### config.mk
export PLATFORM = sky130hd
export DESIGN_NAME = hbpwm_sat
export DESIGN_NICKNAME = d
export VERILOG_FILES = /design/src/hdl/hbpwm_pkg.sv /design/src/hdl/hbpwm_sat.sv
export SDC_FILE = /design/constraint.sdc
export NUM_CORES = 1
export LEC_CHECK = 0
export ABC_AREA = 1
export BUFFER_PORTS_ARGS = -buffer_cell sky130_fd_sc_hd__buf_4
export CAP_MARGIN = 20
export CORE_MARGIN = 5
export CORE_UTILIZATION = 53
export DETAILED_ROUTE_END_ITERATION = 8
export PLACE_DENSITY = 0.81
export SLEW_MARGIN = 20
export SYNTH_ARGS = -nofsm -noshare
export SYNTH_HDL_FRONTEND = slang
export SYNTH_SLANG_ARGS = --single-unit
### constraint.sdc
create_clock -name vclk -period 3.17
set_input_delay 0.317 -clock vclk [all_inputs]
set_output_delay 0.317 -clock vclk [all_outputs]
set_load 0.03 [all_outputs]
### src/hdl/hbpwm_pkg.sv
package hbpwm_pkg;

	localparam int PeriodW = 15;
	localparam int DeadW   = 8;
	localparam int PowerW  = 16;
	localparam int IndexW  = 2;

	localparam logic [PeriodW-1:0] PERIOD_TOP_RST = PeriodW'(5000);
	localparam logic [DeadW-1:0]   DEAD_TICKS_RST = DeadW'(5);
	localparam logic               POLARITY_RST   = 1'b0;

	// Operation codes of a request
	localparam logic OP_TICK = 1'b0;
	localparam logic OP_SET  = 1'b1;

	// Configuration register indexes
	typedef enum logic [IndexW-1:0] {
		REG_PERIOD_TOP = 2'd0,
		REG_DEAD_TICKS = 2'd1,
		REG_POLARITY   = 2'd2
	} reg_idx_t;

	typedef struct packed {
		logic                     op;
		logic signed [PowerW-1:0] power;
	} req_t;

	typedef struct packed {
		logic [PeriodW-1:0] period_top;
		logic [DeadW-1:0]   dead_ticks;
		logic               polarity_invert;
	} cfg_t;

	typedef struct packed {
		logic high_left;
		logic high_right;
		logic low_left;
		logic low_right;
	} gate_t;

	typedef struct packed {
		gate_t gate;
		logic  period_wrap;
	} res_t;

endpackage

### src/hdl/hbpwm_sat.sv
// Clip the power request to +/- period_top, then apply polarity.
module hbpwm_sat
	import hbpwm_pkg::*;
(
	input  logic signed [PowerW-1:0] power,
	input  logic [PeriodW-1:0]       period_top,
	input  logic                     polarity_invert,
	output logic signed [PowerW-1:0] sat_power
);

	logic signed [PowerW-1:0] lim;
	logic signed [PowerW-1:0] neg_lim;
	logic signed [PowerW-1:0] clip;

	assign lim     = signed'({1'b0, period_top});
	assign neg_lim = -lim;

	always_comb begin
		clip = power;
		if (power > lim) begin
			clip = lim;
		end else if (power < neg_lim) begin
			clip = neg_lim;
		end
	end

	assign sat_power = polarity_invert ? -clip : clip;

endmodule

==> results of run 1 <==
-- synthesized netlist by cell type (2+ instances only) --
master and n:
a21oi_1 12, nand2_2 7, buf_6 4, o21ai_2 3, nor2_2 3, nor2_1 36, nor4_1 2, nand4_1 3
nand2_1 136, buf_2 2, nand2_4 2, xor2_1 8, o21bai_1 2, ha_1 32, nand3b_1 2, inv_1 59
nand3_1 42, o21ai_0 4, nand3_2 11, xnor2_1 3, inv_2 2
-- cells by family after synthesis --
logic type | count (synthesis) | synth area share (%)
simple gates | 251 | 54.4
buf+inv | 69 | 14.1
xor+xnor | 11 | 4.46
compound gates | 28 | 8.51
fa+ha+maj | 32 | 18.5
-- stage by stage --
step	util [%]	hold slack, ns	std cells	instance area (um2)
after detailed placement	82.6	1.13	566	3280
after floorplan	-	0.830	391	2290
after global placement	82.6	1.12	566	3280
==> qor.yml, run 1 <==
outcome: "aborted with a tool error"
flow.stopped_at: "clock tree synthesis (4_1_cts)"
error_line: "[ERROR DPL-0033] detailed placement checks failed during check placement."
rows: 23
yosys_warnings: 0
netlist_top_cells_area: "nand2_1, ha_1, inv_1"
hold_buffers: 0
gp_congestion: 1.01
initial_core_util_pct: 54.4
synthesis.area_um2: 2160
post_cts_buffers: 35
syn_avg_cell_area_um2: 5.53
io_buffers: 48
yosysSeqAreaShare_pct: 0
syn_nets: 455
synth_top_area_share_pct: 23.6
postCtsResizedCells: 87
io_pins: 48
die_h_um: 73.9
ys_types: 37
yosys.area.top_type: "nand2_1"
dp_hpwl_um: 6490
postSynthCellCount: 391
place_ws_ns: -0.760
fp.dieW_um: 73.9
==> inputs of run 2 (changes only) <==
--- a/config.mk
+++ b/config.mk
@@ -9,9 +9,9 @@
 export BUFFER_PORTS_ARGS = -buffer_cell sky130_fd_sc_hd__buf_4
 export CAP_MARGIN = 20
 export CORE_MARGIN = 5
-export CORE_UTILIZATION = 53
+export CORE_UTILIZATION = 40
 export DETAILED_ROUTE_END_ITERATION = 8
-export PLACE_DENSITY = 0.81
+export PLACE_DENSITY_LB_ADDON = 0.15
 export SLEW_MARGIN = 20
 export SYNTH_ARGS = -nofsm -noshare
 export SYNTH_HDL_FRONTEND = slang
==> constraint.sdc (replaced) <==
create_clock -name vclk -period 4.12
set_input_delay 0.412 -clock vclk [all_inputs]
set_output_delay 0.412 -clock vclk [all_outputs]
set_load 0.03 [all_outputs]
==> qor.yml, run 2 <==
outcome: "finished clean"
slew_violations: 0
seqCellArea_um2: 0
nFillCells: 495
worst_pin_slew_ns: 0.547
path_delay_family: "simple AND/OR/NAND/NOR gates"
synth.top_cells.by_count: "nand2_1, inv_1, nand3_1"
crit_type: "in -> out"
p_per_area_nw_per_um2: 166
grt_pass1_wl_um: 11300
io_buffers: 48
synthesis.area_um2: 2160
track_usage_pct: 18.7
fp.dieArea_um2: 6970
syn_nets: 455
syn_avg_cell_area_um2: 5.53
grt_max_degree: 22
route.antenna.remaining_nets: 0
final_cell_mix: "nand2_1, buf_4, inv_1"
n_antenna_cell: 0
via_count: 2820
yosys.area.top_type: "nand2_1"
slowest_delay_ns: 0.30
drv_cap: 0
arrival_ns: 3.64
grt-ovfl-total: 0
yosys_warnings: 0
cp-start-kind: "input pin"
initial_core_util_pct: 41.8
worstHoldPathCells: 5
drt_pass1_iterations: 5
cp-end-kind: "output pin"
period_minus_slack_ns: 4.06
p_total_uw: 533
synthToLayoutAreaGrowth_pct: 48.5
grt_pass1_vias: 2453
io_pins: 48
seq_cell_count: 0
setup_violations: 0
gp_congestion: 0.937
cpMaxStageDelayCell: "ha_1"
hold_buffers: 0
dpl_cell_area_um2: 2630
rows: 26
hold_class: "in -> out"
dp_hpwl_um: 5640
die_h_um: 83.5
hold_violations: 0
required_ns: 3.71
hp-start: "power[0]"
relSlewSlack_pct: 63.5
synth_most_common_cell: "nand2_1"
stdcell_area_um2: 3210
netlist_top_cells_area: "nand2_1, ha_1, inv_1"
leakagePower_nw: 1.75
clockBufferCount: 0
fin_crit_sh_pct: 98.5
ys_types: 37
final_util_pct: 62.0
fmax_mhz: 247
drive_gt1_share_pct: 40.3
synth_top_area_share_pct: 23.6
fp.dieW_um: 83.5
core_um2: 5170
antenna_found_initial: 0
path_max_fanout: 4
nNetsFinal: 538
routedWlPerCell_um: 14.0
final_common_cell: "nand2_1"
drt_iter0_drc: 255
ir_drop_uv: 103
holdPathEnd: "sat_power[0]"
drc: 0
rsz0062_at_grt: "yes"
via_per_inst: 5.20
postRouteWirelength_um: 7570
postSynthCellCount: 391
path_common_cell: "nand2_1"
yosysSeqAreaShare_pct: 0
cp_num_buf_inv: 4
[run 2: cell counts after synthesis]
No cell type changed its count.
[run 2: logic make-up (layout without fill, tap and decap cells)]
kind of cell             Yosys count  count (layout)  share of synthesized area, %
XOR/XNOR                          11              11                          4.46
adder cells (fa/ha/maj)           32              32                          18.5
buffers and inverters             69             150                          14.1
AO/OA/AOI/OAI                     28              28                          8.51
AND/OR/NAND/NOR                  251             251                          54.4
[run 2: cell type report]
class | instances | area [um2] | share of cell area, %
Inverter | 61 | 236 | 7.37
Multi-Input combinational cell | 322 | 2180 | 67.9
Tap cell | 70 | 87.6 | 2.73
Timing Repair Buffer | 89 | 706 | 22.0
[run 2: power by group]
part | internal [mW] | switching [mW] | leakage [nW]
clock | 0 | 0 | 0
sequential | 0 | 0 | 0
combinational | 0.215 | 0.317 | 1.75
total | 0.215 | 0.317 | 1.75
[run 2: layer usage]
metal  share of wire [%]  GRT usage (%)
met4                 1.8           3.95
met3                 5.9          0.888
met1                  43           25.6
met5                   0              0
met2                  49           32.3
[run 2: repair_timing]
| action | CTS | global route |
|---|---|---|
| endpoints found under the setup margin | 10 | 13 |
| resized for setup | 20 | 77 |
| setup buffers | 11 | 17 |
| pin swaps | 10 | 53 |
[run 2: worst max path at each step]
| stage | slack, ns | from | end | cells past startpoint |
|---|---|---|---|---|
| 3_5_place_dp | -0.16 | period_top[1] | sat_power[14] | 27 |
| 2_1_floorplan | 0.35 | period_top[7] | sat_power[6] | 25 |
| 6_report | 0.06 | period_top[7] | sat_power[14] | 28 |
| 3_3_place_gp | -0.15 | period_top[1] | sat_power[14] | 27 |
| 4_1_cts | 0.0007 | period_top[0] | sat_power[14] | 28 |
| 5_1_grt | -0.19 | period_top[7] | sat_power[14] | 30 |
[run 2: per-stage QoR]
stage	std cells	hold WS (ns)	setup TNS, ns	worst slack [ns]
global route	542	1.34	-1.44	-0.191
CTS	525	1.30	0	0.000659
floorplan	391	1.08	0	0.351
global placement	514	1.31	-0.765	-0.145
detailed placement	514	1.31	-0.789	-0.163
finish	542	1.30	0	0.0633
Note: power is estimated with default switching activity, not from simulation.
==> inputs of run 3 (changes only) <==
==> constraint.sdc (replaced) <==
create_clock -name vclk -period 4.12
set_input_delay 0.206 -clock vclk [all_inputs]
set_output_delay 0.206 -clock vclk [all_outputs]
set_load 0.03 [all_outputs]
==> qor.yml, run 3 (same netlist as run 2, synthesis figures left out) <==
track_usage_pct: 18.1
hold_buffers: 0
clockBufferCount: 0
cp-start-kind: "input pin"
initial_core_util_pct: 41.8
setup_violations: 0
arrival_ns: 3.59
cp_num_buf_inv: 6
io_buffers: 48
slowest_delay_ns: 0.27
worst_pin_slew_ns: 0.538
via_count: 2465
cpMaxStageDelayCell: "ha_1"
path_max_fanout: 8
p_per_area_nw_per_um2: 167
drv_cap: 0
fin_crit_sh_pct: 92.2
drt_pass1_iterations: 4
fp.dieArea_um2: 6970
leakagePower_nw: 1.52
slew_violations: 0
outcome: "finished clean"
via_per_inst: 4.88
final_cell_mix: "nand2_1, inv_1, buf_4"
nNetsFinal: 501
synthToLayoutAreaGrowth_pct: 19.2
relSlewSlack_pct: 64.1
crit_path_start: "period_top[1]"
grt_max_degree: 24
fmax_mhz: 263
path_common_cell: "nand2_1"
required_ns: 3.91
final_common_cell: "nand2_1"
die_h_um: 83.5
path_delay_family: "simple AND/OR/NAND/NOR gates"
postRouteWirelength_um: 6430
grt_pass1_wl_um: 10800
grt_pass1_vias: 2328
setup_tns_ns: 0
seq_cell_count: 0
cp-end-kind: "output pin"
drc: 0
antenna_found_initial: 0
dp_hpwl_um: 5630
core_um2: 5170
crit_type: "in -> out"
io_pins: 48
gp_congestion: 0.899
route.antenna.remaining_nets: 0
n_antenna_cell: 0
fp.dieW_um: 83.5
final_util_pct: 49.8
period_minus_slack_ns: 3.80
hold_class: "in -> out"
hp-start: "power[0]"
routedWlPerCell_um: 12.7
ir_drop_uv: 79.1
hold_ws_ns: 0.789
grt-ovfl-total: 0
rsz0062_at_grt: "no"
rows: 26
multiInputGateArea_um2: 1870
drive_gt1_share_pct: 20.9
drt_iter0_drc: 114
nFillCells: 557
hold_violations: 0
seqCellArea_um2: 0
run 3: per-layer routing:
metal | routed length, um | vias up | global-route usage (%)
li1 | - | 1333 | -
met1 | 2920 | 1054 | 24.4
met2 | 3010 | 70 | 32.1
met3 | 399 | 8 | 1.18
met4 | 104 | 0 | 2.78
met5 | 0 | - | 0
run 3: final cells by class:
cell class                 instances  area share (%)
inverter                          61            8.89
multi-input combinational        322            72.4
tap                               70            3.40
timing repair buffer              52            15.3
run 3: what timing repair did:
action / CTS / global route
setup buffers: 0 / 1
gates resized for setup: 0 / 5
setup endpoints to repair: 0 / 9
run 3: where the power goes:
part           switching [mW]  internal (mW)
clock network               0              0
registers                   0              0
logic                   0.274          0.158
run 3: path summary, 6_finish.rpt:
path / end / slack [ns] / depth (start not counted)
min: sat_power[0] / 0.79 / 4
max: sat_power[14] / 0.32 / 30
run 3: tightest hold or removal path, stage by stage:
cell	delay [ns]
buf_4	0.10
o21ai_4	0.07
inv_1	0.06
buf_4	0.15
run 3: stage by stage:
stage	total power, mW	std cells	cell area, um2	setup slack, ns
2_1_floorplan	0.296	391	2160	0.763
3_3_place_gp	0.426	504	2550	0.313
3_5_place_dp	0.430	504	2550	0.269
4_1_cts	0.431	504	2550	0.260
5_1_grt	0.481	505	2580	0.0149
6_report	0.432	505	2580	0.320
==> inputs of run 4 (changes only) <==
--- a/config.mk
+++ b/config.mk
@@ -6,7 +6,7 @@
 export NUM_CORES = 1
 export LEC_CHECK = 0
 export ABC_AREA = 1
-export BUFFER_PORTS_ARGS = -buffer_cell sky130_fd_sc_hd__buf_4
+export BUFFER_PORTS_ARGS = -buffer_cell sky130_fd_sc_hd__buf_2
 export CAP_MARGIN = 20
 export CORE_MARGIN = 5
 export CORE_UTILIZATION = 40
==> qor.yml, run 4 (same netlist as run 2, synthesis figures left out) <==
cp-start-kind: "input pin"
worst_pin_slew_ns: 0.588
nNetsFinal: 507
place_ws_ns: 0.163
outcome: "finished clean"
grt_pass1_vias: 2304
hold_violations: 0
setup_tns_ns: 0
final_util_pct: 49.4
grt_max_degree: 21
cpMaxStageDelayCell: "nor4_4"
dp_cells: 507
via_per_inst: 4.93
die_h_um: 83.5
hp-start: "power[0]"
io_pins: 48
period_minus_slack_ns: 3.74
fin_cells: 511
slowest_delay_ns: 0.35
clockBufferCount: 0
drt_iter0_drc: 159
routedWlPerCell_um: 12.5
stdcell_area_um2: 2560
fp.dieW_um: 83.5
slew_violations: 0
final_cell_mix: "nand2_1, inv_1, buf_2"
crit_type: "in -> out"
path_common_cell: "nand2_1"
hold_buffers: 0
initial_core_util_pct: 41.8
rows: 26
io_buffers: 48
layout_setup_ws_ns: 0.379
fp.dieArea_um2: 6970
path_delay_family: "simple AND/OR/NAND/NOR gates"
drv_cap: 0
drive_gt1_share_pct: 23.8
nFillCells: 544
route.antenna.remaining_nets: 0
seqCellArea_um2: 0
p_total_uw: 421
cp-end-kind: "output pin"
fmax_mhz: 267
crit_path_start: "period_top[0]"
path_max_fanout: 5
relSlewSlack_pct: 60.7
leakagePower_nw: 1.51
setup_violations: 0
gp_congestion: 0.901
via_count: 2519
p_per_area_nw_per_um2: 165
grt-ovfl-total: 0
hold_class: "in -> out"
ir_drop_uv: 86.7
grt_pass1_wl_um: 10800
final_common_cell: "nand2_1"
drc: 0
core_um2: 5170
required_ns: 3.91
synthToLayoutAreaGrowth_pct: 18.3
seq_cell_count: 0
hold_ws_ns: 0.858
n_antenna_cell: 0
postRouteWirelength_um: 6370
cp_num_buf_inv: 4
dp_hpwl_um: 5550
track_usage_pct: 17.8
arrival_ns: 3.54
antenna_found_initial: 0
fin_crit_sh_pct: 90.8
dpl_cell_area_um2: 2460
drt_pass1_iterations: 4
-- run 4: cell type report --
| cell class | count | area [um2] | area share (%) |
|---|---|---|---|
| inverter | 61 | 229 | 8.96 |
| multi-input combinational | 322 | 1920 | 74.9 |
| tap | 70 | 87.6 | 3.43 |
| timing repair buffer | 58 | 324 | 12.7 |
-- run 4: tightest hold or removal path, delay by kind of cell --
family                 cells  cell delay, ns
AOI/OAI and AO/OA          1            0.09
buffers and inverters      3            0.35
-- run 4: path summary, 6_finish.rpt --
path / end / slack (ns) / depth (start not counted)
worst min-delay path: sat_power[0] / 0.86 / 4
worst max-delay path: sat_power[12] / 0.38 / 28
-- run 4: timing repair --
item	CTS	global route
endpoints found under the setup margin	0	12
resized for setup	0	19
buffers inserted	0	4
hold endpoints to repair	0	0
-- run 4: routing by layer --
layer	vias up	global-route usage, %	share of wire, %
met5	-	0	0
met3	4	0.888	5.5
met1	1092	25.4	48
met4	0	2.34	1.2
li1	1348	-	-
met2	75	30.1	45
-- run 4: report_power, final --
group | internal (mW) | switching, mW | total [mW]
Combinational | 0.143 | 0.279 | 0.421
Sequential | 0 | 0 | 0
Clock | 0 | 0 | 0
