==> src/hdl/hbpwm_pkg.sv <==
package hbpwm_pkg;

	localparam int PeriodW = 15;
	localparam int DeadW   = 8;
	localparam int PowerW  = 16;
	localparam int IndexW  = 2;

	localparam logic [PeriodW-1:0] PERIOD_TOP_RST = PeriodW'(5000);
	localparam logic [DeadW-1:0]   DEAD_TICKS_RST = DeadW'(5);
	localparam logic               POLARITY_RST   = 1'b0;

	// Operation codes of a request
	localparam logic OP_TICK = 1'b0;
	localparam logic OP_SET  = 1'b1;

	// Configuration register indexes
	typedef enum logic [IndexW-1:0] {
		REG_PERIOD_TOP = 2'd0,
		REG_DEAD_TICKS = 2'd1,
		REG_POLARITY   = 2'd2
	} reg_idx_t;

	typedef struct packed {
		logic                     op;
		logic signed [PowerW-1:0] power;
	} req_t;

	typedef struct packed {
		logic [PeriodW-1:0] period_top;
		logic [DeadW-1:0]   dead_ticks;
		logic               polarity_invert;
	} cfg_t;

	typedef struct packed {
		logic high_left;
		logic high_right;
		logic low_left;
		logic low_right;
	} gate_t;

	typedef struct packed {
		gate_t gate;
		logic  period_wrap;
	} res_t;

endpackage

==> src/hdl/hbpwm_core.sv <==
// Period counter, dead-time counter and gate state; one request per enable.
module hbpwm_core
	import hbpwm_pkg::*;
(
	input  logic                     clk,
	input  logic                     arst_n,
	input  logic                     step,
	input  req_t                     req,
	input  logic signed [PowerW-1:0] sat_power,
	input  cfg_t                     cfg,
	output res_t                     res_next
);

	logic [PeriodW-1:0]       count_q, count_n;
	logic signed [PowerW-1:0] cmd_q, cmd_n;
	logic signed [PowerW-1:0] act_q, act_n;
	logic [DeadW-1:0]         dead_q, dead_n;
	logic                     seen_q, seen_n;
	gate_t                    gate_q, gate_n;

	logic                     wrap;
	logic                     drive;
	logic [PowerW-1:0]        abs_act;
	logic [PeriodW-1:0]       mag;

	assign wrap = (count_q >= cfg.period_top);

	always_comb begin
		count_n = count_q;
		cmd_n   = cmd_q;
		act_n   = act_q;
		dead_n  = dead_q;
		seen_n  = seen_q;
		gate_n  = gate_q;
		drive   = 1'b0;
		abs_act = '0;
		mag     = '0;
		if (req.op == OP_SET) begin
			cmd_n = sat_power;
		end else begin
			if (wrap) begin
				// new period: all off, latch the command, restart dead time
				count_n = '0;
				gate_n  = '0;
				act_n   = cmd_q;
				seen_n  = 1'b0;
				dead_n  = cfg.dead_ticks;
			end else begin
				count_n = count_q + PeriodW'(1);
			end
			abs_act = act_n[PowerW-1] ? PowerW'(-act_n) : PowerW'(act_n);
			mag     = abs_act[PeriodW-1:0];
			if (act_n != '0 && mag < cfg.period_top && count_n == mag) begin
				seen_n = 1'b1;
				gate_n = '0;
			end
			if (wrap) begin
				drive = (dead_n == '0);
			end else if (dead_q != '0) begin
				dead_n = dead_q - DeadW'(1);
				drive  = (dead_n == '0);
			end
			if (drive && act_n != '0 && !seen_n) begin
				gate_n = '0;
				if (act_n[PowerW-1]) begin
					gate_n.low_right = 1'b1;
					gate_n.high_left = 1'b1;
				end else begin
					gate_n.low_left   = 1'b1;
					gate_n.high_right = 1'b1;
				end
			end
		end
	end

	always_ff @(posedge clk or negedge arst_n) begin
		if (!arst_n) begin
			count_q <= '0;
			cmd_q   <= '0;
			act_q   <= '0;
			dead_q  <= '0;
			seen_q  <= 1'b0;
			gate_q  <= '0;
		end else if (step) begin
			count_q <= count_n;
			cmd_q   <= cmd_n;
			act_q   <= act_n;
			dead_q  <= dead_n;
			seen_q  <= seen_n;
			gate_q  <= gate_n;
		end
	end

	assign res_next.gate        = gate_n;
	assign res_next.period_wrap = (req.op == OP_TICK) && wrap;

endmodule

==> config.mk <==
export PLATFORM = sky130hd
export DESIGN_NAME = hbpwm_core
export DESIGN_NICKNAME = d
export VERILOG_FILES = /design/src/hdl/hbpwm_pkg.sv /design/src/hdl/hbpwm_core.sv
export SDC_FILE = /design/constraint.sdc
export NUM_CORES = 1
export LEC_CHECK = 0
export ABC_AREA = 1
export BUFFER_PORTS_ARGS = -buffer_cell sky130_fd_sc_hd__buf_4
export CAP_MARGIN = 20
export CORE_ASPECT_RATIO = 0.6
export CORE_MARGIN = 2
export CORE_UTILIZATION = 53
export CTS_CLUSTER_SIZE = 24
export DETAILED_ROUTE_END_ITERATION = 6
export PLACE_DENSITY_LB_ADDON = 0.2
export SYNTH_ARGS = -nofsm -noshare
export SYNTH_HDL_FRONTEND = slang
export SYNTH_SLANG_ARGS = --single-unit
==> constraint.sdc <==
create_clock -name clk -period 5.4 [get_ports clk]
set_input_delay 1.08 -clock clk [delete_from_list [all_inputs] [get_ports clk]]
set_output_delay 1.08 -clock clk [all_outputs]
set_load 0.005 [all_outputs]
==> reports/metrics.yaml, run 1 <==
run_status:
  outcome: "finished with violations"
  violations: "negative setup slack"
layout:
  area_growth_pct: 39.91
  final_cell_mix: "nand2_1, buf_4, inv_1, dfrtp_1"
  layout_commonest_cell: "nand2_1"
  diodes: 0
  nNetsFinal: 963
  fill_cells: 659
  layout-drive-gt1-share_pct: 36.34
  instances_no_fill: 1005
  post-route-util_pct: 76.08
setup_path:
  critPathMaxFanout: 8
  cpPeakStageDelay_ns: 0.29
  reg2reg_to: "gate_q[0]"
  cp-end-kind: "primary output"
  r2r-start: "count_q[11]"
  criticalPathCategory: "primary input to primary output"
  arrival_ns: 5.33
  required_ns: 4.32
  worst_path_max_delay_cell: "ha_4"
  reg2regPathDepth: 40
  r2r_slack_ns: 0.81
  cp-start-kind: "primary input"
  cpMostUsedCell: "nand2_1"
sta:
  final.setup.tns_ns: -3.877
  post-route-period-util_pct: 118.8
  finalSetupViolCount: 4
  drv_slew: 0
  rsz0062_at_grt: "true"
  tightest_slew_ns: 0.8829
  clock_skew_ns: 0.007123
  clock.fmax_ghz: 0.1559
  final_hold_viol_count: 0
  min_period_ns: 6.413
  maxSlewHeadroom_pct: 41.07
  setup_slack_ns: -1.013
clock_network:
  clock-root-buffer: "clkbuf_16"
  cts_num_sinks: 60
  cts_tree: "yes"
  htreeDepth: 3
  clk_latency_ns: 0.34
  path_clk_slew_ns: 0.06
  cts_buffer_depth: 2
  cts_buffers: 9
routing:
  drc_errors: 0
  postRouteAntennaNets: 0
  drt-vias-per-instance: 5.445
  drt-total-wl_microns: 15270
  via_count: 5472
  drtIter0Drc: 418
  dr.pass1.iters: 5
  wl_per_cell_microns: 15.19
synth:
  syn-num-nets: 824
  synthCells: 731
  yosysSeqAreaShare_pct: 30.16
  ys_warn_count: 0
  synth_area_sq_um: 4979
  ys_types: 41
  synth_seq_cells: 60
  syn_area_per_cell_sq_um: 6.811
power_and_ir_drop:
  powerDensity_nw_per_um2: 389.4
  seqPwrFrac_pct: 23.4
  power.clock.fraction_pct: 21.8
  p_switching_mw: 1.141
  power.internal_mw: 1.572
  power.total_mw: 2.713
  p_comb_share_pct: 54.9
  swShare_pct: 42.06
  irDropWorstVdd_mv: 0.2634
  p_leak_nw: 3.623
die:
  die_area_sq_um: 10210
  rows: 27
  ios: 65
  initial_core_util_pct: 54.38
  die_x_microns: 129.1
  core_sq_um: 9155
  die_h_microns: 79.08
global_route:
  grt_max_degree: 61
  antenna_found_initial: 0
  grt_usage_pct: 30.94
  grt.overflow.total: 0
  grt_pass1_vias: 5209
  grt_pass1_wl_microns: 24630
min_path:
  hold_start: "act_q[1]"
  hold_depth: 2
  hp-class: "flop to flop"
  hold_end: "act_q[1]"
place:
  dp.cells: 968
  pre_cts_ws_ns: -1.244
  gp_congestion: 0.9185
  port_buffers: 47
  dp_hpwl_microns: 10750
job:
  cap_violations: 0
[state kept, by name (all words and copies together), names as in the netlist]
register and count:
act_q 16, count_q 15, gate_q 4, dead_q 8, cmd_q 16, seen_q 1
[cell usage after synthesis]
master    instances  area share, %
nand2_1         219             17
inv_1            93            7.0
dfrtp_1          60             30
nor2_1           59            4.4
nand3_1          54            5.4
o21ai_0          53            5.3
ha_1             33            8.3
a21oi_1          23            2.3
nand2_2          23            2.9
clkbuf_1         11           0.83
nand3b_1         10            1.5
mux2_2            7            1.6
xor2_1            7            1.2
inv_2             6           0.45
nand3_2           6            1.2
nor2_2            6           0.75
buf_4             5           0.75
nand4_1           5           0.63
nor3_1            5           0.50
a31oi_1           4           0.50
buf_2             4           0.40
nand2_4           4           0.90
nor2_4            4           0.90
o21ai_2           4           0.70
o22ai_1           4           0.50
nor3_2            3           0.60
buf_6             2           0.45
mux2i_1           2           0.40
nor4_1            2           0.25
o211ai_1          2           0.30
a211oi_1          1           0.15
and2_2            1           0.15
clkinv_1          1          0.075
nand3_4           1           0.35
nand3b_2          1           0.23
nand4_2           1           0.25
o21ai_1           1           0.10
o221ai_1          1           0.18
or2_2             1           0.13
xnor2_1           1           0.18
xnor3_1           1           0.45
[what timing repair did]
item | in CTS | in global routing
setup buffers | 13 | 6
gates resized for setup | 64 | 29
endpoints found under the hold margin | 0 | 0
setup endpoints to repair | 4 | 7
cloned | 2 | 0
pin swaps | 35 | 45
hold buffers | 0 | 0
[cells by family (layout without fill, tap and decap cells)]
| family | Yosys count | count (layout) | synth area share, % |
|---|---|---|---|
| AO/OA/AOI/OAI | 93 | 93 | 10.08 |
| XOR/XNOR | 9 | 9 | 1.860 |
| adder cells (fa/ha/maj) | 33 | 33 | 8.294 |
| buffers and inverters | 122 | 266 | 9.977 |
| flip-flops | 60 | 60 | 30.16 |
| multiplexers | 9 | 9 | 1.986 |
| AND/OR/NAND/NOR | 405 | 405 | 37.65 |
[cell type report]
| type | instances | area (sq um) | area share [%] |
|---|---|---|---|
| clock buffers | 10 | 239.0 | 3.431 |
| clock inverters | 6 | 63.81 | 0.9161 |
| inverters | 100 | 389.1 | 5.586 |
| multi-input cells | 549 | 3418 | 49.07 |
| flip-flops and latches | 60 | 1501 | 21.56 |
| well taps | 130 | 162.7 | 2.335 |
| repair buffers | 150 | 1191 | 17.10 |
[through the flow]
step | instance area [sq um] | hold slack, ns
after floorplan | 5067 | 0.4444
after global placement | 6086 | 0.4605
after detailed placement | 6086 | 0.4763
after CTS | 6798 | 0.4899
after global routing | 6965 | 0.5243
final | 6965 | 0.4892
[metal layers]
| metal | routed length, microns | track usage (%) | vias to the layer above |
|---|---|---|---|
| li1 | - | - | 2621 |
| met1 | 6864 | 41.32 | 2576 |
| met2 | 6994 | 50.37 | 246 |
| met3 | 1111 | 5.795 | 29 |
| met4 | 296 | 11.20 | 0 |
| met5 | 0 | 0 | - |
[critical path, delay by kind of cell]
family / cells / cell delay (ns)
adders and majority gates: 3 / 0.67
buffers and inverters: 4 / 0.37
and+or+nand+nor: 31 / 2.85
AOI/OAI and AO/OA: 3 / 0.35
[power groups by stage]
stage / Sequential (mW) / Combinational (mW) / Clock (mW)
5_1_grt: 0.644 / 1.64 / 0.613
4_1_cts: 0.626 / 1.39 / 0.588
3_3_place_gp: 0.624 / 1.22 / 0
6_report: 0.634 / 1.49 / 0.590
2_1_floorplan: 0.616 / 0.836 / 0
3_5_place_dp: 0.630 / 1.27 / 0
[worst max path at each step]
stage | endpoint | slack [ns] | depth (start not counted) | startpoint
after floorplan | res_next[4] | -0.31 | 41 | cfg[23]
after global placement | res_next[4] | -1.02 | 40 | cfg[23]
after detailed placement | res_next[4] | -1.24 | 41 | cfg[23]
after CTS | res_next[1] | -0.95 | 41 | cfg[23]
after global routing | res_next[1] | -1.35 | 41 | cfg[23]
final | res_next[1] | -1.01 | 41 | cfg[23]
Power figures use the tool's default switching activity.
==> inputs of run 2 (changes only) <==
--- a/config.mk
+++ b/config.mk
@@ -5,7 +5,6 @@
 export SDC_FILE = /design/constraint.sdc
 export NUM_CORES = 1
 export LEC_CHECK = 0
-export ABC_AREA = 1
 export BUFFER_PORTS_ARGS = -buffer_cell sky130_fd_sc_hd__buf_4
 export CAP_MARGIN = 20
 export CORE_ASPECT_RATIO = 0.6
==> reports/metrics.yaml, run 2 <==
synth:
  synth_common_cells: "nand2_1, dfrtp_1, o21ai_0"  # was nand2_1, inv_1, dfrtp_1
  syn-num-nets: 670  # was 824
  synth_area_sq_um: 4994  # was 4979 sq um
  synth.area.mux_share_pct: 8.369  # was 1.985%
  synthTopCellsByArea: "dfrtp_1, ha_1, mux2_2"  # was dfrtp_1, nand2_1, ha_1
  synthFlopType: "dfrtp_1"  # unchanged
  synth_top_cell_by_area: "dfrtp_1"  # unchanged
  syn_area_per_cell_sq_um: 8.654  # was 6.811 sq um
  synthXorXnorAreaFrac_pct: 9.396  # was 1.860%
  ys_warn_count: 0  # unchanged
  synth-adder-area-share_pct: 8.269  # was 8.294%
  yosysTopAreaCellShare_pct: 30.07  # was 30.16%
  synth_edf_count: 0  # unchanged
  synth_most_common_cell: "nand2_1"  # unchanged
  ys_types: 71  # was 41
  synth_compound_area_share_pct: 19.62  # was 10.08%
  yosys.area_share.simple_pct: 20.17  # was 37.65%
  synthCells: 577  # was 731
  synth_seq_cells: 60  # unchanged
  synth_top_family_by_area: "simple AND/OR/NAND/NOR gates"  # unchanged
  ys_async_sr_fraction_pct: 100.0  # unchanged
  yosysSeqAreaShare_pct: 30.07  # was 30.16%
setup_path:
  arrival_ns: 5.86  # was 5.33 ns
  critical_path_cell_count: 25  # was 41
  reg2regPathDepth: 24  # was 40
  r2r_slack_ns: 0.01  # was 0.81 ns
  worst_path_max_delay_cell: "or4b_4"  # was ha_4
  cp_num_buf_inv: 5  # was 4
  cpMostUsedCell: "buf_4"  # was nand2_1
  required_ns: 4.32  # about the same
  criticalPathCategory: "primary input to primary output"  # unchanged
  cpPeakStageDelay_ns: 0.50  # was 0.29 ns
  crit_family: "compound AO/OA/AOI/OAI gates"  # was simple AND/OR/NAND/NOR gates
  cp-start-kind: "primary input"  # unchanged
  cp-end-kind: "primary output"  # unchanged
  critPathMaxFanout: 5  # was 8
global_route:
  grt_pass1_vias: 4897  # was 5209
  grt_max_degree: 61  # unchanged
  grt_usage_pct: 31.99  # was 30.94%
  grt.overflow.total: 0  # unchanged
  grt_pass1_wl_microns: 25250  # was 24630 microns
  antenna_found_initial: 0  # unchanged
place:
  dp_hpwl_microns: 11600  # was 10750 microns
  postPlaceCellArea_sq_um: 6140  # was 6086 sq um
  port_buffers: 47  # unchanged
  gp_congestion: 1.012  # was 0.9185
die:
  die_x_microns: 129.3  # was 129.1 microns
  die_area_sq_um: 10240  # was 10210 sq um
  ios: 65  # unchanged
  rows: 27  # unchanged
  initial_core_util_pct: 54.54  # was 54.38%
  core_sq_um: 9155  # unchanged
  die_h_microns: 79.19  # was 79.08 microns
layout:
  nNetsFinal: 796  # was 963
  final-seq-area_sq_um: 1501  # unchanged
  largestRegisters: "act_q x16, cmd_q x16, count_q x15"  # unchanged
  multi_input_comb_area_sq_um: 3650  # was 3418 sq um
  area_growth_pct: 36.33  # was 39.91%
  diodes: 0  # unchanged
  fill_cells: 638  # was 659
  layout_commonest_cell: "buf_4"  # was nand2_1
  layout-drive-gt1-share_pct: 36.30  # was 36.34%
  final_cell_mix: "buf_4, nand2_1, dfrtp_1, o21ai_0, xnor2_1"  # was nand2_1, buf_4, inv_1, dfrtp_1
  finalInstanceArea_sq_um: 6808  # was 6965 sq um
routing:
  route.met3.wl_microns: 1316  # was 1111 microns
  wl_per_cell_microns: 18.82  # was 15.19 microns
  via_count: 5064  # was 5472
  drtIter0Drc: 586  # was 418
  dr.pass1.iters: 5  # unchanged
  drt-vias-per-instance: 6.043  # was 5.445
  postRouteAntennaNets: 0  # unchanged
  drc_errors: 0  # unchanged
  drt-total-wl_microns: 15770  # was 15270 microns
  routed-wl-met2_microns: 7025  # was 6994 microns
  wl_met1_microns: 7202  # was 6864 microns
  dr.max_layer_used: "met4"  # unchanged
sta:
  post-route-period-util_pct: 128.5  # was 118.8%
  setup_slack_ns: -1.538  # was -1.013 ns
  final.setup.tns_ns: -7.638  # was -3.877 ns
  final_hold_viol_count: 0  # unchanged
  rsz0062_at_grt: "true"  # unchanged
  finalSetupViolCount: 9  # was 4
  drv_slew: 0  # unchanged
  min_period_ns: 6.938  # was 6.413 ns
  hold-worst-slack_ns: 0.5359  # was 0.4892 ns
  clock.fmax_ghz: 0.1441  # was 0.1559 GHz
  tightest_slew_ns: 0.9118  # was 0.8829 ns
  maxSlewHeadroom_pct: 38.57  # was 41.07%
  clock_skew_ns: 0.007858  # was 0.007123 ns
clock_network:
  clk_latency_ns: 0.34  # about the same
  cts_num_sinks: 60  # unchanged
  cts_buffer_depth: 2  # unchanged
  cts_tree: "yes"  # unchanged
  path_clk_slew_ns: 0.06  # about the same
  clock-root-buffer: "clkbuf_16"  # unchanged
  cts_buffers: 9  # unchanged
  htreeDepth: 3  # unchanged
run_status:
  violations: "negative setup slack"  # unchanged
  outcome: "finished with violations"  # unchanged
power_and_ir_drop:
  powerDensity_nw_per_um2: 377.3  # was 389.4 nW/um^2
  p_leak_nw: 3.001  # was 3.623 nW
  irDropWorstVdd_mv: 0.2332  # was 0.2634 mV
  power.total_mw: 2.569  # was 2.713 mW
min_path:
  hold_depth: 2  # unchanged
  hp-class: "flop to flop"  # unchanged
job:
  cap_violations: 0  # unchanged
## run 2: cell types whose count changed after synthesis, sizes merged, moves of 23 or more
cell	previous run	this run
mux2	7	30
nor2	69	24
nand3	61	11
nand2	246	67
inv	99	25
xnor2	1	31
## run 2: worst paths after layout
| path | startpoint | to |
|---|---|---|
| min in group asynchronous | arst_n | count_q[1] |
| worst min-delay path | gate_q[3] | gate_q[3] |
| worst max register to register | count_q[0] | gate_q[3] |
| worst max-delay path | cfg[22] | res_next[1] |
| max in group asynchronous | arst_n | dead_q[7] |
| worst min register to register | gate_q[3] | gate_q[3] |
## run 2: metal layers
layer	track usage, %	vias up
met2	49.42	230
met5	0	-
met1	46.00	2429
met4	7.826	0
li1	-	2376
met3	6.402	29
## run 2: stage by stage
step	cells	utilization [%]	setup WS (ns)
4_1_cts	831	72.65	-1.529
2_1_floorplan	577	-	-1.234
6_report	838	74.36	-1.538
5_1_grt	838	74.36	-1.801
3_3_place_gp	803	67.06	-1.450
3_5_place_dp	803	67.06	-1.812
## run 2: power breakdown
part           switching [mW]  total, mW  leakage, nW  internal (mW)
Combinational           0.678       1.33         2.11          0.656
Sequential              0.135      0.674        0.759          0.539
Clock                   0.244      0.561        0.131          0.317
Total                    1.06       2.57         3.00           1.51
## run 2: worst reg2reg max path: stages, from the launching register on
cell       delay [ns]
dfrtp_1          0.39
inv_1            0.10
ha_4             0.20
nand2b_4         0.13
a211oi_2         0.20
o221ai_2         0.19
a21oi_4          0.30
mux2i_4          0.31
ha_4             0.17
or4b_4           0.50
o31ai_4          0.26
xor2_1           0.22
mux2i_1          0.11
ha_1             0.31
a21o_1           0.18
a221oi_2         0.24
o21ai_1          0.07
and2_1           0.14
a2111oi_2        0.18
and4b_1          0.28
o21ai_4          0.11
buf_4            0.16
buf_6            0.14
o31ai_4          0.24
o21ai_1          0.11
## run 2: cell families (layout without fill, tap and decap cells)
logic type	count (synthesis)	count (layout)
AOI/OAI and AO/OA	154	154
xor gates and xnor gates	52	52
adders and majority gates	33	33
buffers and inverters	54	185
DFF	60	60
muxes	38	38
and+or+nand+nor	186	186
## run 2: what timing repair did
action | 4_1_cts | 5_1_grt
hold buffers | 0 | 0
setup buffers | 12 | 7
resized for setup | 29 | 15
endpoints found under the setup margin | 9 | 9
pin swaps | 12 | 5
## run 2: layout make-up
cell class | count | share of cell area (%)
multi-input combinational | 463 | 53.61
timing repair buffer | 144 | 16.27
sequential | 60 | 22.05
inverter | 25 | 1.489
clock buffer | 9 | 3.308
clock inverter | 7 | 0.8822
tap | 130 | 2.389
==> inputs of run 3 (changes only) <==
--- a/config.mk
+++ b/config.mk
@@ -9,9 +9,11 @@
 export CAP_MARGIN = 20
 export CORE_ASPECT_RATIO = 0.6
 export CORE_MARGIN = 2
-export CORE_UTILIZATION = 53
+export CORE_UTILIZATION = 55
+export CTS_BUF_LIST = sky130_fd_sc_hd__clkbuf_4
 export CTS_CLUSTER_SIZE = 24
 export DETAILED_ROUTE_END_ITERATION = 6
+export GPL_TIMING_DRIVEN = 1
 export PLACE_DENSITY_LB_ADDON = 0.2
 export SYNTH_ARGS = -nofsm -noshare
 export SYNTH_HDL_FRONTEND = slang
==> reports/metrics.yaml, run 3 (synthesis results as in run 2) <==
layout:
  layout-drive-gt1-share_pct: 37.59  # was 36.30%
  area_growth_pct: 33.78  # was 36.33%
  final_cell_mix: "buf_4, nand2_1, dfrtp_1, o21ai_0, xnor2_1"  # unchanged
  instances_no_fill: 825  # was 838
  layout_commonest_cell: "buf_4"  # unchanged
  largestRegisters: "act_q x16, cmd_q x16, count_q x15"  # unchanged
  diodes: 0  # unchanged
  nNetsFinal: 801  # was 796
sta:
  tightest_slew_ns: 0.8412  # was 0.9118 ns
  clock_skew_ns: 0.01902  # was 0.007858 ns
  setup_slack_ns: -1.521  # was -1.538 ns
  clock.fmax_ghz: 0.1445  # was 0.1441 GHz
  final_hold_viol_count: 0  # unchanged
  hold-worst-slack_ns: 0.5369  # was 0.5359 ns
  final.setup.tns_ns: -6.911  # was -7.638 ns
  min_period_ns: 6.921  # was 6.938 ns
  finalSetupViolCount: 9  # unchanged
  post-route-period-util_pct: 128.2  # was 128.5%
  drv_slew: 0  # unchanged
  maxSlewHeadroom_pct: 43.92  # was 38.57%
  rsz0062_at_grt: "true"  # unchanged
setup_path:
  reg2reg_to: "gate_q[0]"  # was gate_q[3]
  r2r-start: "count_q[0]"  # unchanged
  arrival_ns: 5.84  # was 5.86 ns
  critPathMaxFanout: 5  # unchanged
  cpPeakStageDelay_ns: 0.50  # about the same
  cp-startpoint: "cfg[14]"  # was cfg[22]
  cp-end-kind: "primary output"  # unchanged
  required_ns: 4.32  # about the same
  r2r_slack_ns: 0.04  # was 0.01 ns
  criticalPathCategory: "primary input to primary output"  # unchanged
  worst_path_max_delay_cell: "or4b_4"  # unchanged
  reg2regPathDepth: 23  # was 24
  setup.worst_path.end: "res_next[4]"  # was res_next[1]
  cp-start-kind: "primary input"  # unchanged
die:
  die_h_microns: 77.81  # was 79.19 microns
  rows: 26  # was 27
  die_x_microns: 127.0  # was 129.3 microns
  core_sq_um: 8653  # was 9155 sq um
  initial_core_util_pct: 57.71  # was 54.54%
  ios: 65  # unchanged
  die_area_sq_um: 9882  # was 10240 sq um
global_route:
  top_usage_layer: "met2"  # unchanged
  use_met3_pct: 8.069  # was 6.402%
  grt.overflow.total: 0  # unchanged
  grt_usage_pct: 32.21  # was 31.99%
  grt_pass1_wl_microns: 24920  # was 25250 microns
  antenna_found_initial: 0  # unchanged
  grt_pass1_vias: 4917  # was 4897
  use_met2_pct: 47.85  # was 49.42%
  grt_max_degree: 61  # unchanged
  met1_usage_pct: 46.47  # was 46.00%
routing:
  wl_per_cell_microns: 19.01  # was 18.82 microns
  drtIter0Drc: 597  # was 586
  drc_errors: 0  # unchanged
  via_count: 5110  # was 5064
  drt-total-wl_microns: 15690  # was 15770 microns
  dr.pass1.iters: 5  # unchanged
  postRouteAntennaNets: 0  # unchanged
  drt-vias-per-instance: 6.194  # was 6.043
place:
  pre_cts_ws_ns: -1.747  # was -1.812 ns
  dp_hpwl_microns: 11670  # was 11600 microns
  port_buffers: 47  # unchanged
  gp_congestion: 0.9497  # was 1.012
  dp.cells: 791  # was 803
clock_network:
  clk_latency_ns: 0.44  # was 0.34 ns
  cts_tree: "yes"  # unchanged
  cts_buffer_depth: 2  # unchanged
  holdBufCountCts: 0  # unchanged
  clock-root-buffer: "clkbuf_4"  # was clkbuf_16
  cts_num_sinks: 60  # unchanged
  cts_buffers: 9  # unchanged
  htreeDepth: 3  # unchanged
  path_clk_slew_ns: 0.10  # was 0.06 ns
power_and_ir_drop:
  p_leak_nw: 2.948  # was 3.001 nW
  irDropWorstVdd_mv: 0.2680  # was 0.2332 mV
  powerDensity_nw_per_um2: 356.0  # was 377.3 nW/um^2
  power.total_mw: 2.378  # was 2.569 mW
min_path:
  hp-class: "flop to flop"  # unchanged
run_status:
  violations: "negative setup slack"  # unchanged
  outcome: "finished with violations"  # unchanged
job:
  cap_violations: 0  # unchanged
[run 3: cell count changes in the layout (fill, tap and decap cells not counted), moves of 2 or more]
cell | previous run | this run
inv_2 | 6 | 4
o311ai_4 | 2 | 0
a21oi_1 | 25 | 23
buf_4 | 137 | 142
a21oi_2 | 2 | 4
clkbuf_4 | 0 | 9
clkbuf_16 | 9 | 0
inv_4 | 3 | 6
[run 3: what timing repair did]
action                                  4_1_cts  5_1_grt
pin swaps                                    10       11
buffers inserted                             10        8
endpoints found under the setup margin        9        9
gates resized for setup                      33       17
[run 3: final cells by class]
cell class | instances | area (sq um)
fill | 613 | 1973
clock buffer | 9 | 67.56
inverter | 25 | 108.9
tap | 112 | 140.1
sequential | 60 | 1501
clock inverter | 7 | 75.07
multi-input combinational | 463 | 3642
timing repair buffer | 149 | 1145
[run 3: where the power goes]
part	leakage, nW	switching (mW)	internal, mW
Sequential	0.759	0.124	0.538
Combinational	2.12	0.699	0.680
Clock	0.0690	0.194	0.143
[run 3: worst min-delay path by stage]
stage	startpoint	slack, ns	cells after the start	endpoint
CTS	seen_q	0.53	1	seen_q
detailed placement	seen_q	0.51	1	seen_q
floorplan	seen_q	0.47	1	seen_q
finish	seen_q	0.54	1	seen_q
global route	seen_q	0.57	1	seen_q
global placement	seen_q	0.51	1	seen_q
[run 3: worst max-delay path, delay by kind of cell]
family	cells	cell delay [ns]
compound gates	11	1.83
xor+xnor	1	0.23
fa+ha+maj	3	0.74
buf+inv	4	0.42
mux	1	0.12
simple gates	5	1.40
[run 3: per-stage QoR]
stage	area (sq um)	util, %
3_3_place_gp	6162	71.21
4_1_cts	6536	75.54
2_1_floorplan	5160	-
6_report	6680	77.20
5_1_grt	6680	77.20
3_5_place_dp	6162	71.21
[run 3: metal layers]
layer | vias to the layer above | routed length (microns)
met5 | - | 0
met4 | 0 | 381
met3 | 38 | 1503
met2 | 275 | 6710
met1 | 2421 | 7090
li1 | 2376 | -
